**src/bst_pkg.sv**
```systemverilog
// Shared types, constants and helpers for the byte stream tokenizer.
// No dependencies; imported by every module of the block.
`default_nettype none

package bst_pkg;

    localparam int OFFSET_BITS = 24;
    localparam int FIFO_DEPTH  = 4;

    localparam logic [2:0] KIND_IDENT = 3'd0;
    localparam logic [2:0] KIND_INT   = 3'd1;
    localparam logic [2:0] KIND_NUM   = 3'd2;
    localparam logic [2:0] KIND_CHAR  = 3'd3;
    localparam logic [2:0] KIND_END   = 3'd4;

    localparam logic [7:0] CH_SPACE = 8'h20;
    localparam logic [7:0] CH_TAB   = 8'h09;
    localparam logic [7:0] CH_LF    = 8'h0A;
    localparam logic [7:0] CH_CR    = 8'h0D;
    localparam logic [7:0] CH_MINUS = 8'h2D;
    localparam logic [7:0] CH_DOT   = 8'h2E;
    localparam logic [7:0] CH_UNDER = 8'h5F;
    localparam logic [7:0] CH_ASCII_MAX = 8'd127;

    typedef struct packed {
        logic [7:0] data_byte;
        logic       is_last;
    } in_item_t;

    typedef struct packed {
        logic [2:0]  token_kind;
        logic [7:0]  char_code;
        logic [23:0] start_offset;
        logic [23:0] token_length;
        logic [15:0] token_line;
        logic        last_of_run;
    } out_item_t;

    typedef struct packed {
        logic [2:0]  token_kind;
        logic [7:0]  char_code;
        logic [23:0] start_offset;
        logic [23:0] token_length;
        logic [15:0] token_line;
    } tok_t;

    // up to three tokens caused by one byte
    typedef struct packed {
        logic [1:0]     count;
        tok_t [2:0]     tok;
    } bundle_t;

    typedef struct packed {
        logic full;
        logic empty;
    } fifo_stat_t;

    function automatic logic [23:0] to_out24(input logic [OFFSET_BITS-1:0] v);
        logic [OFFSET_BITS+23:0] wide;
        wide = {24'd0, v};
        return wide[23:0];
    endfunction

    function automatic tok_t make_tok(input logic [2:0] kind, input logic [7:0] code,
                                      input logic [OFFSET_BITS-1:0] start,
                                      input logic [OFFSET_BITS-1:0] len,
                                      input logic [15:0] line);
        tok_t t;
        t.token_kind   = kind;
        t.char_code    = code;
        t.start_offset = to_out24(start);
        t.token_length = to_out24(len);
        t.token_line   = line;
        return t;
    endfunction

endpackage

`default_nettype wire

```
**src/bst_front.sv**
```systemverilog
// Front end: classifies each accepted byte, tracks scan state, offsets and lines,
// and builds the bundle of tokens that byte causes. Depends on bst_pkg.
`default_nettype none

module bst_front
    import bst_pkg::*;
(
    input  wire logic        clk,
    input  wire logic        rst_n,
    input  wire logic        accept,
    input  wire in_item_t    in_item,
    input  wire logic        cfg_we,
    input  wire logic [15:0] cfg_wdata,
    output logic             bun_valid,
    output bundle_t          bun
);

    localparam logic [2:0] MODE_IDLE  = 3'd0;
    localparam logic [2:0] MODE_IDENT = 3'd1;
    localparam logic [2:0] MODE_INT   = 3'd2;
    localparam logic [2:0] MODE_NUM   = 3'd3;
    localparam logic [2:0] MODE_MINUS = 3'd4;
    localparam logic [2:0] MODE_CR    = 3'd5;

    localparam logic [OFFSET_BITS-1:0] POS_MAX = {OFFSET_BITS{1'b1}};
    localparam logic [OFFSET_BITS-1:0] ONE_LEN = {{(OFFSET_BITS-1){1'b0}}, 1'b1};

    function automatic logic is_digit(input logic [7:0] c);
        return (c >= 8'h30) && (c <= 8'h39);
    endfunction

    function automatic logic is_id_start(input logic [7:0] c);
        return ((c >= 8'h61) && (c <= 8'h7A)) || ((c >= 8'h41) && (c <= 8'h5A))
            || (c > CH_ASCII_MAX);
    endfunction

    function automatic logic has_token(input logic [2:0] m);
        return (m == MODE_IDENT) || (m == MODE_INT) || (m == MODE_NUM) || (m == MODE_MINUS);
    endfunction

    function automatic logic [2:0] kind_of(input logic [2:0] m);
        logic [2:0] k;
        case (m)
            MODE_IDENT: k = KIND_IDENT;
            MODE_INT:   k = KIND_INT;
            MODE_NUM:   k = KIND_NUM;
            default:    k = KIND_CHAR;
        endcase
        return k;
    endfunction

    logic [2:0]             mode_reg,   mode_next;
    logic [OFFSET_BITS-1:0] tstart_reg, tstart_next;
    logic [OFFSET_BITS-1:0] pos_reg,    pos_next;
    logic [15:0]            line_reg,   line_next;
    logic [15:0]            first_line_reg, first_line_next;

    logic [7:0]             b;
    logic [OFFSET_BITS-1:0] cur, nxt;
    logic                   do_close, do_begin, emit_char;
    logic [2:0]             mode1;
    logic [OFFSET_BITS-1:0] tstart1;
    logic [15:0]            line1, line_inc;
    tok_t                   close_tok, char_tok, close2_tok, end_tok;
    logic [1:0]             n;

    always_comb
    begin
        b        = in_item.data_byte;
        cur      = pos_reg;
        nxt      = (pos_reg == POS_MAX) ? pos_reg : pos_reg + ONE_LEN;
        line_inc = (line_reg == 16'hFFFF) ? line_reg : line_reg + 16'd1;
        do_close  = 1'b0;
        do_begin  = 1'b0;
        emit_char = 1'b0;
        mode1     = mode_reg;
        tstart1   = tstart_reg;
        line1     = line_reg;

        case (mode_reg)
            MODE_IDENT:
            begin
                if (!(is_id_start(b) || is_digit(b) || b == CH_UNDER))
                begin
                    do_close = 1'b1;
                    do_begin = 1'b1;
                end
            end
            MODE_INT:
            begin
                if (b == CH_DOT)
                    mode1 = MODE_NUM;
                else if (!is_digit(b))
                begin
                    do_close = 1'b1;
                    do_begin = 1'b1;
                end
            end
            MODE_NUM:
            begin
                if (!is_digit(b))
                begin
                    do_close = 1'b1;
                    do_begin = 1'b1;
                end
            end
            MODE_MINUS:
            begin
                if (is_digit(b))
                    mode1 = MODE_INT;
                else
                begin
                    do_close = 1'b1;
                    do_begin = 1'b1;
                end
            end
            MODE_CR:
            begin
                mode1    = MODE_IDLE;
                do_begin = (b != CH_LF);
            end
            default:
            begin
                do_begin = 1'b1;
            end
        endcase

        if (do_begin)
        begin
            mode1 = MODE_IDLE;
            if (b == CH_SPACE || b == CH_TAB)
                mode1 = MODE_IDLE;
            else if (b == CH_LF)
                line1 = line_inc;
            else if (b == CH_CR)
            begin
                line1 = line_inc;
                mode1 = MODE_CR;
            end
            else if (is_digit(b))
            begin
                tstart1 = cur;
                mode1   = MODE_INT;
            end
            else if (b == CH_MINUS)
            begin
                tstart1 = cur;
                mode1   = MODE_MINUS;
            end
            else if (is_id_start(b))
            begin
                tstart1 = cur;
                mode1   = MODE_IDENT;
            end
            else
                emit_char = 1'b1;
        end

        close_tok = make_tok(kind_of(mode_reg),
                             (mode_reg == MODE_MINUS) ? CH_MINUS : 8'd0, tstart_reg,
                             (mode_reg == MODE_MINUS) ? ONE_LEN : cur - tstart_reg,
                             line_reg);
        char_tok   = make_tok(KIND_CHAR, b, cur, ONE_LEN, line_reg);
        close2_tok = make_tok(kind_of(mode1), (mode1 == MODE_MINUS) ? CH_MINUS : 8'd0,
                              tstart1, (mode1 == MODE_MINUS) ? ONE_LEN : nxt - tstart1,
                              line1);
        end_tok    = make_tok(KIND_END, 8'd0, nxt, '0, line1);

        n   = 2'd0;
        bun = '0;
        if (do_close)
        begin
            bun.tok[n] = close_tok;
            n = n + 2'd1;
        end
        if (emit_char)
        begin
            bun.tok[n] = char_tok;
            n = n + 2'd1;
        end
        if (in_item.is_last && has_token(mode1))
        begin
            bun.tok[n] = close2_tok;
            n = n + 2'd1;
        end
        if (in_item.is_last)
        begin
            bun.tok[n] = end_tok;
            n = n + 2'd1;
        end
        bun.count = n;
        bun_valid = accept && (n != 2'd0);

        mode_next       = mode_reg;
        tstart_next     = tstart_reg;
        pos_next        = pos_reg;
        line_next       = line_reg;
        first_line_next = cfg_we ? cfg_wdata : first_line_reg;

        if (accept)
        begin
            if (in_item.is_last)
            begin
                mode_next   = MODE_IDLE;
                tstart_next = '0;
                pos_next    = '0;
                line_next   = first_line_reg;
            end
            else
            begin
                mode_next   = mode1;
                tstart_next = tstart1;
                pos_next    = nxt;
                line_next   = line1;
            end
        end
        else if (cfg_we && pos_reg == '0 && mode_reg == MODE_IDLE)
            line_next = cfg_wdata;
    end

    always_ff @(posedge clk or negedge rst_n)
    begin
        if (!rst_n)
        begin
            mode_reg       <= MODE_IDLE;
            tstart_reg     <= '0;
            pos_reg        <= '0;
            line_reg       <= 16'd1;
            first_line_reg <= 16'd1;
        end
        else
        begin
            mode_reg       <= mode_next;
            tstart_reg     <= tstart_next;
            pos_reg        <= pos_next;
            line_reg       <= line_next;
            first_line_reg <= first_line_next;
        end
    end

endmodule

`default_nettype wire

```
**src/bst_fifo.sv**
```systemverilog
// Short queue of token bundles between the front end and the output stage.
// Depends on bst_pkg.
`default_nettype none

module bst_fifo
    import bst_pkg::*;
(
    input  wire logic    clk,
    input  wire logic    rst_n,
    input  wire logic    wr_en,
    input  wire bundle_t wr_data,
    input  wire logic    rd_en,
    output bundle_t      rd_data,
    output fifo_stat_t   stat
);

    localparam int PTR_W = (FIFO_DEPTH > 1) ? $clog2(FIFO_DEPTH) : 1;
    localparam int CNT_W = $clog2(FIFO_DEPTH + 1);
    localparam logic [PTR_W-1:0] PTR_LAST = PTR_W'(FIFO_DEPTH - 1);
    localparam logic [CNT_W-1:0] CNT_FULL = CNT_W'(FIFO_DEPTH);

    bundle_t          mem_reg [FIFO_DEPTH];
    logic [PTR_W-1:0] wr_ptr_reg, wr_ptr_next;
    logic [PTR_W-1:0] rd_ptr_reg, rd_ptr_next;
    logic [CNT_W-1:0] cnt_reg,    cnt_next;
    logic             do_wr, do_rd;

    assign stat.full  = (cnt_reg == CNT_FULL);
    assign stat.empty = (cnt_reg == '0);
    assign rd_data    = mem_reg[rd_ptr_reg];
    assign do_wr      = wr_en && !stat.full;
    assign do_rd      = rd_en && !stat.empty;

    always_comb
    begin
        wr_ptr_next = wr_ptr_reg;
        rd_ptr_next = rd_ptr_reg;
        cnt_next    = cnt_reg;
        if (do_wr)
            wr_ptr_next = (wr_ptr_reg == PTR_LAST) ? '0 : wr_ptr_reg + PTR_W'(1);
        if (do_rd)
            rd_ptr_next = (rd_ptr_reg == PTR_LAST) ? '0 : rd_ptr_reg + PTR_W'(1);
        if (do_wr && !do_rd)
            cnt_next = cnt_reg + CNT_W'(1);
        else if (do_rd && !do_wr)
            cnt_next = cnt_reg - CNT_W'(1);
    end

    always_ff @(posedge clk or negedge rst_n)
    begin
        if (!rst_n)
        begin
            wr_ptr_reg <= '0;
            rd_ptr_reg <= '0;
            cnt_reg    <= '0;
        end
        else
        begin
            wr_ptr_reg <= wr_ptr_next;
            rd_ptr_reg <= rd_ptr_next;
            cnt_reg    <= cnt_next;
        end
    end

    always_ff @(posedge clk)
    begin
        if (do_wr)
            mem_reg[wr_ptr_reg] <= wr_data;
    end

endmodule

`default_nettype wire

```
**src/bst_back.sv**
```systemverilog
// Output stage: unpacks queued bundles one token per transfer into an output
// register and marks the last token of each byte. Depends on bst_pkg.
`default_nettype none

module bst_back
    import bst_pkg::*;
(
    input  wire logic       clk,
    input  wire logic       rst_n,
    input  wire fifo_stat_t q_stat,
    input  wire bundle_t    q_head,
    output logic            q_pop,
    input  wire logic       pop,
    output logic            empty,
    output out_item_t       out_item
);

    logic       valid_reg, valid_next;
    logic [1:0] idx_reg,   idx_next;
    out_item_t  out_reg;
    logic       load, is_end;
    tok_t       sel;

    assign empty    = !valid_reg;
    assign out_item = out_reg;
    assign load     = !q_stat.empty && (!valid_reg || pop);
    assign sel      = q_head.tok[idx_reg];
    assign is_end   = (idx_reg == q_head.count - 2'd1);
    assign q_pop    = load && is_end;

    always_comb
    begin
        valid_next = valid_reg;
        idx_next   = idx_reg;
        if (load)
        begin
            valid_next = 1'b1;
            idx_next   = is_end ? 2'd0 : idx_reg + 2'd1;
        end
        else if (pop)
            valid_next = 1'b0;
    end

    always_ff @(posedge clk or negedge rst_n)
    begin
        if (!rst_n)
        begin
            valid_reg <= 1'b0;
            idx_reg   <= 2'd0;
        end
        else
        begin
            valid_reg <= valid_next;
            idx_reg   <= idx_next;
        end
    end

    always_ff @(posedge clk)
    begin
        if (load)
            out_reg <= {sel, is_end};
    end

endmodule

`default_nettype wire

```
**src/byte_stream_tokenizer_top.sv**
```systemverilog
// Byte stream tokenizer, top level: front end, bundle queue and output stage.
// Depends on bst_pkg, bst_front, bst_fifo, bst_back.
//
// Usage:
//   Input is a queue write port: a byte transfers on a clock edge with push high
//   and full low. in_item.is_last marks the final byte of a text buffer.
//   Results are a queue read port: the oldest token sits on out_item while
//   empty is low and transfers on an edge with pop high.
//   Each byte yields zero to three tokens; the last token of a byte carries
//   last_of_run. The final byte of a buffer closes any open token and adds an
//   end token, after which offsets and the line count restart.
//   Path: a byte's tokens are written into the bundle queue, then loaded into the output register.
//   Throughput: one byte per cycle while each byte yields at most one token;
//   the output stage moves one token per cycle while pop is high, and a four-bundle
//   queue between the front end and the output stage absorbs bursts.
//   When the receiver stalls, the queue fills and full rises; nothing is lost.
//   cfg_we/cfg_wdata write the first line number; write only while idle.
//   Reset empties the queue, clears scan state and sets the first line to 1.
`default_nettype none

module byte_stream_tokenizer_top
    import bst_pkg::*;
(
    input  wire logic        clk,
    input  wire logic        rst_n,
    input  wire logic        push,
    output logic             full,
    input  wire in_item_t    in_item,
    output logic             empty,
    input  wire logic        pop,
    output out_item_t        out_item,
    input  wire logic        cfg_we,
    input  wire logic [15:0] cfg_wdata
);

    logic       accept;
    logic       bun_valid;
    bundle_t    bun;
    bundle_t    q_head;
    logic       q_pop;
    fifo_stat_t q_stat;

    assign full   = q_stat.full;
    assign accept = push && !q_stat.full;

    bst_front u_front (
        .clk       (clk),
        .rst_n     (rst_n),
        .accept    (accept),
        .in_item   (in_item),
        .cfg_we    (cfg_we),
        .cfg_wdata (cfg_wdata),
        .bun_valid (bun_valid),
        .bun       (bun)
    );

    bst_fifo u_fifo (
        .clk     (clk),
        .rst_n   (rst_n),
        .wr_en   (bun_valid),
        .wr_data (bun),
        .rd_en   (q_pop),
        .rd_data (q_head),
        .stat    (q_stat)
    );

    bst_back u_back (
        .clk      (clk),
        .rst_n    (rst_n),
        .q_stat   (q_stat),
        .q_head   (q_head),
        .q_pop    (q_pop),
        .pop      (pop),
        .empty    (empty),
        .out_item (out_item)
    );

    a_no_overflow: assert property (@(posedge clk) disable iff (!rst_n)
        !(bun_valid && q_stat.full))
        else $error("bundle written into a full queue");

    a_end_token: assert property (@(posedge clk) disable iff (!rst_n)
        (!empty && out_item.token_kind == KIND_END) |->
            (out_item.token_length == 24'd0 && out_item.last_of_run))
        else $error("end token malformed");

    a_char_len: assert property (@(posedge clk) disable iff (!rst_n)
        (!empty && out_item.token_kind == KIND_CHAR) |-> (out_item.token_length == 24'd1))
        else $error("single character token length not one");

    a_hold: assert property (@(posedge clk) disable iff (!rst_n)
        (!empty && !pop) |=> (!empty && $stable(out_item)))
        else $error("stalled result changed");

endmodule

`default_nettype wire

```
**config.mk**
```make
export PLATFORM = sky130hd
export DESIGN_NAME = byte_stream_tokenizer_top
export DESIGN_NICKNAME = d
export VERILOG_FILES = /design/src/bst_pkg.sv /design/src/bst_front.sv /design/src/bst_fifo.sv /design/src/bst_back.sv /design/src/byte_stream_tokenizer_top.sv
export SDC_FILE = /design/constraint.sdc
export NUM_CORES = 1
export LEC_CHECK = 0
export ABC_AREA = 1
export BUFFER_PORTS_ARGS = -buffer_cell sky130_fd_sc_hd__buf_2
export CAP_MARGIN = 20
export CORE_MARGIN = 5
export CORE_UTILIZATION = 50
export CTS_BUF_LIST = sky130_fd_sc_hd__clkbuf_4
export DETAILED_ROUTE_END_ITERATION = 7
export PLACE_DENSITY = 0.66
export RECOVER_POWER = 25
export SLEW_MARGIN = 20
export SYNTH_ARGS = -nofsm -noshare
export SYNTH_HDL_FRONTEND = slang
export SYNTH_SLANG_ARGS = --single-unit
```
**constraint.sdc**
```tcl
create_clock -name clk -period 18.3 [get_ports clk]
set_input_delay 3.66 -clock clk [delete_from_list [all_inputs] [get_ports clk]]
set_output_delay 3.66 -clock clk [all_outputs]
set_load 0.05 [all_outputs]
```
# Word-level counts from Yosys, hierarchy flattened
# Memory sizes are Yosys's and may differ from the RTL's.
# Cells that the tools add are included.
# Widths: inputs -> output; s select.
[word_totals]
ff_bits = 169
output_inout_bits = 78
n_memories = 1
ramBits = 908
[op_classes]
addsub = 13
order_cmp = 14
n_reduce_logical = 39
n_mux = 75
eq_ne = 23
[memory_table]
columns = ["memory", "depth", "word_bits", "read_ports", "rd_ports_with_merged_regs", "wr", "line_no", "text"]
rows = [
  ["u_fifo.mem_reg", 4, 227, 1, 0, 1, "bst_fifo.sv:22", "bundle_t mem_reg [FIFO_DEPTH];"],
]
[ops]
columns = ["cell", "n"]
rows = [
  ["$bwmux 225", 3],
  ["$mux 225", 3],
  ["$demux 75 s2", 3],
  ["$mux 75", 4],
  ["$mux 24", 12],
  ["$bmux 75 s2", 1],
  ["$mux 16", 8],
  ["$mux 74", 1],
  ["$sub 24x24->24", 2],
  ["$mux 3", 11],
  ["$add 24x1->24 const B", 1],
  ["$eq 24x24->1 const B", 1],
  ["$eq 8x4->1 const B", 3],
  ["$eq 8x6->1 const B", 3],
  ["$logic_not 24->1", 1],
  ["$logic_and 1x1->1", 17],
  ["$add 16x1->16 const B", 1],
  ["$eq 16x16->1 const B", 1],
  ["$ge 8x7->1 const B", 2],
  ["$le 8x7->1 const B", 2],
  ["$mux 1", 16],
  ["$eq 3x2->1 const B", 4],
  ["$eq 3x3->1 const B", 4],
  ["$mux 2", 6],
  ["27 further kinds", 54],
]

# Longest topological paths before layout
[logic_depth]
word_depth = 26
depth_mapped = 33
mapped_depth_nobuf = 32

# Hierarchy
# Synthesis repeated with hierarchy kept, for this count alone.
[hier_totals]
hier_cells = 5112
hier_area_um2 = 51698.3
[modules_own_cells]
columns = ["module", "n_inst", "cells_each", "area_per_inst_um2"]
rows = [
  ["bst_fifo", 1, 2709, 36159.7],
  ["bst_front", 1, 1948, 11308.3],
  ["bst_back", 1, 453, 4220.3],
  ["byte_stream_tokenizer_top", 1, 2, 10.0],
]

# Least setup slack after synthesis
# No wires, ideal clock.
[synth_path]
kind = "input to register"
from = "input port in_item[1] in the netlist's numbering"
to = "memory u_fifo.mem_reg[0][0] in the netlist's numbering, enable pin"
setup_slack_ns = 2.186
setup_ns = 0.804
arrival_time_ns = 15.310
stages = 23
n_path_buf = 3
t_required_ns = 17.496
path_cell_list = "buf_6 > nor2_2 > nand3_1 > nand3_2 > nand3_1 > nand2_2 > nand2_4 > nand2_4 > nand2_4 > nor3_2 > buf_2 > ha_1 > nand3_1 > buf_6 > nand2_2 > inv_1 > ha_1 > nor2_1 > or2_2 > inv_1 > nand3_1 > nand2_2 > nor2_1"
[synth_rtl]
columns = ["element", "line_no", "text"]
rows = [
  ["start: declaration", "byte_stream_tokenizer_top.sv:28", "input wire in_item_t in_item,"],
  ["end: declaration", "bst_fifo.sv:22", ""],
]

==> metrics.md <==
| Metric | Value |
|---|---|
| Remaining antenna violation count | `0` |
| Reg2reg setup slack | `7.49 ns` |
| Worst R2R Start | `u_fifo.rd_ptr_reg[0]` |
| TritonCTS Sinks | `1049` |
| Slew HR | `-545%` |
| Vias per inst | `5.98` |
| CP Max Fanout | `47` |
| Number of synthesized flops with an enable pin | `956` |
| Min Clock Period, post-route | `13.02 ns` |
| CP Class | `input port to flip-flop` |
| Die Width | `317 um` |
| Synth Instances | `4135` |
| Placed Cells | `5304` |
| Worst vdd ir | `0.120 mV` |
| Root Buffer | `clkbuf_4` |
| Post-synth ARST share | `8.87%` |
| Total grt overflow | `0` |
| Hold Vio Cnt, Final | `0` |
| Port Buf Inserts | `107` |
| CP Cell Sequence | `clkbuf_1, nand2_1, nand2_1, nand2_1, nand3_1, nand3_1, nand2_2, nand2_1, nand2_1, nand2_1, nor3_1, clkbuf_1, ha_1, nand3_1, clkbuf_1, nand2_1, ha_1, nor2_8, clkinvlp_2, o21ai_0` |
| Setup TNS | `0 ns` |
| Critical path endpoint category | `flip-flop` |
| Worst r2r dst | `u_back.out_item[20]` |
| Area of the mapped netlist | `47100 um2` |
| Via count | `34475` |
| DRT iter0 DRCs | `3598` |
| Drt pass-1 iters | `6` |
| Boundary pin count | `108` |
| Vias in the first global route | `33242` |
| CP peak stage delay | `2.12 ns` |
| Clock-pin slew on the worst setup and hold paths | `0.06 ns` |
| CTS HTree Levels | `5` |
| Worst Path Required | `19.10 ns` |
| Final Instance Count excl. Fillers | `5764` |
| Tcrit/Tclk final | `71.1%` |
| Dpl hpwl | `81.4 mm` |
| Setup Fix Bufs, Post-CTS | `0` |
| Core area | `93300 um2` |
| Cts bufs inserted | `281` |
| Layout cells sized above 1 | `13.0%` |
| Max cap viols | `17` |
| Commonest cells after routing, fill and taps aside | `edfxtp_1 (956), nor2_1 (618), o21ai_0 (584), nand2_1 (422), clkbuf_4 (398)` |
| Status | `finished, violations left` |
| Worst skew pair latency | `1.15 ns` |
| Critical Path Start Type | `input port` |
| Setup-failing EPs final | `0` |
| Main synth FF type | `edfxtp_1` |
| Die Y | `317 um` |
| Clock tree buffer depth | `4` |
| Routed wire length | `135 mm` |
| Critical Path Start | `in_item[1]` |
| P&R area growth vs syn | `9.79%` |
| Slew @ Worst Pin | `9.67 ns` |
| Initial antenna violation count | `2` |
| Initial Utilization | `50.4%` |
| Critical path endpoint | `u_fifo.mem_reg[1][17]` |
| Yosys reg bits | `1049` |
| All-layer global routing usage | `26.4%` |
| Synth cell types | `62` |
| Nets | `4428` |
| Mean Syn Cell Area | `11.4 um2` |
| RSZ-0062 raised after global routing | `false` |
| Failing checks | `max-capacitance violations, max-slew violations` |
| Clock Skews | `0.0973 ns` |
| Global-route wire length before repair | `202 mm` |
| Site row count | `112` |
| Pwr dens | `190 nW/um2` |
| Post-CTS sizing | `0` |
| Hold WC Path Type | `flip-flop to flip-flop` |
| CTS tree | `built` |
| Warnings from Yosys | `0` |
| CP most frequent cell | `nand2_1` |
| LEAKAGE | `18.9 nW` |
| Slew Limit Fails | `915` |
| Max reg flops | `880` |
| Most common cell after layout, fill and taps aside | `edfxtp_1` |
| Fmax | `76.8 MHz` |
| # hold bufs at CTS | `0` |
| Fill count | `8118` |
| Pin count of the biggest net entering global routing | `218` |
| Worst EP arrival | `13.82 ns` |
| Drt drc | `0` |
| R2R depth | `6` |
| Critical-path top delay cell | `clkinvlp_2` |
| WL per Instance | `23.4 um` |
| Global placer's final weighted congestion | `1.00` |
| Register area share after synthesis | `65.9%` |
| Die area | `100000 um2` |
-- routing by layer --
layer	track usage [%]	vias up	wire length (um)	part of all wire, %
li1	-	15654	-	-
met1	38.0	16848	57300	43
met2	39.9	1746	60800	45
met3	5.62	227	12500	9.3
met4	9.80	0	4100	3.0
met5	0	-	0	0
-- power breakdown --
| group | internal (W) | leakage (nW) | switching [W] | total, W |
|---|---|---|---|---|
| combinational | 0.00104 | 6.70 | 0.00308 | 0.00411 |
| sequential | 0.00353 | 10.2 | 0.000207 | 0.00374 |
| clock | 0.00104 | 2.00 | 0.000927 | 0.00196 |
| total | 0.00561 | 18.9 | 0.00421 | 0.00982 |
-- metrics by stage --
| step | worst slack, ns | hold WS, ns | utilization [%] | cell area (um2) | total power [W] |
|---|---|---|---|---|---|
| finish | 5.28 | 0.503 | 55.4 | 51700 | 0.00982 |
| global route | 5.29 | 0.526 | 55.4 | 51700 | 0.0104 |
| CTS | 9.88 | 0.504 | 55.6 | 51900 | 0.00979 |
| detailed placement | 8.68 | 0.492 | 52.1 | 48600 | 0.00781 |
| global placement | 8.76 | 0.488 | 52.1 | 48600 | 0.00777 |
| floorplan | 2.19 | 0.475 | - | 47100 | 0.00655 |
-- worst max-delay path, delay by kind of cell --
kind	cells	cell delay, ns
AOI/OAI and AO/OA	1	1.48
adders and majority gates	2	0.77
and+or+nand+nor	13	3.62
buffers and inverters	4	4.26
-- Yosys cell counts (4+ instances only) --
library cell,instances,area share (%)
a21oi_1,98,1.0
a22oi_1,9,0.14
a31oi_1,9,0.12
a32o_1,39,0.83
buf_1,14,0.11
buf_2,19,0.20
buf_6,12,0.29
clkbuf_1,204,1.6
dfrtp_1,91,4.8
edfxtp_1,956,61
ha_1,62,1.6
inv_1,268,2.1
inv_2,14,0.11
mux2_2,7,0.17
nand2_1,416,3.3
nand2_2,7,0.093
nand2_4,5,0.12
nand3_1,84,0.89
nand4_1,26,0.35
nor2_1,621,5.0
nor2_4,4,0.096
nor3_1,22,0.23
nor4_1,14,0.19
o211ai_1,51,0.81
o211ai_2,9,0.24
o21ai_0,569,6.1
o21ai_1,20,0.21
o21ai_2,5,0.093
o221ai_1,115,2.1
o22ai_1,221,2.9
o22ai_2,26,0.69
o32ai_1,4,0.074
or2_2,12,0.16
xnor2_1,12,0.22
xor2_1,46,0.86
-- logic make-up after synthesis --
| logic type | synth area share, % |
|---|---|
| AOI/OAI and AO/OA | 15.6 |
| xor gates and xnor gates | 1.08 |
| adders and majority gates | 1.78 |
| buffers and inverters | 4.57 |
| DFF | 65.9 |
| muxes | 0.167 |
| other | 0.00797 |
| and+or+nand+nor | 10.8 |
-- worst min-delay path by stage --
stage	cells after the start	to	start
finish	1	u_front.first_line_reg[15]	u_front.first_line_reg[15]
global route	1	u_front.first_line_reg[4]	u_front.first_line_reg[4]
CTS	2	u_front.line_reg[15]	u_front.first_line_reg[15]
detailed placement	1	u_front.first_line_reg[15]	u_front.first_line_reg[15]
global placement	1	u_front.first_line_reg[15]	u_front.first_line_reg[15]
floorplan	1	u_front.first_line_reg[15]	u_front.first_line_reg[15]
-- layout make-up --
type	count	area, um2	area share, %
Antenna cell	2	5.00	0.00969
Clock buffer	398	2990	5.78
Clock inverter	60	315	0.610
Inverter	289	1110	2.14
Multi-Input combinational cell	2554	13900	26.9
Sequential cell	1049	31000	60.1
Tap cell	1254	1570	3.04
Timing Repair Buffer	158	761	1.47
Power figures use the tool's default switching activity.
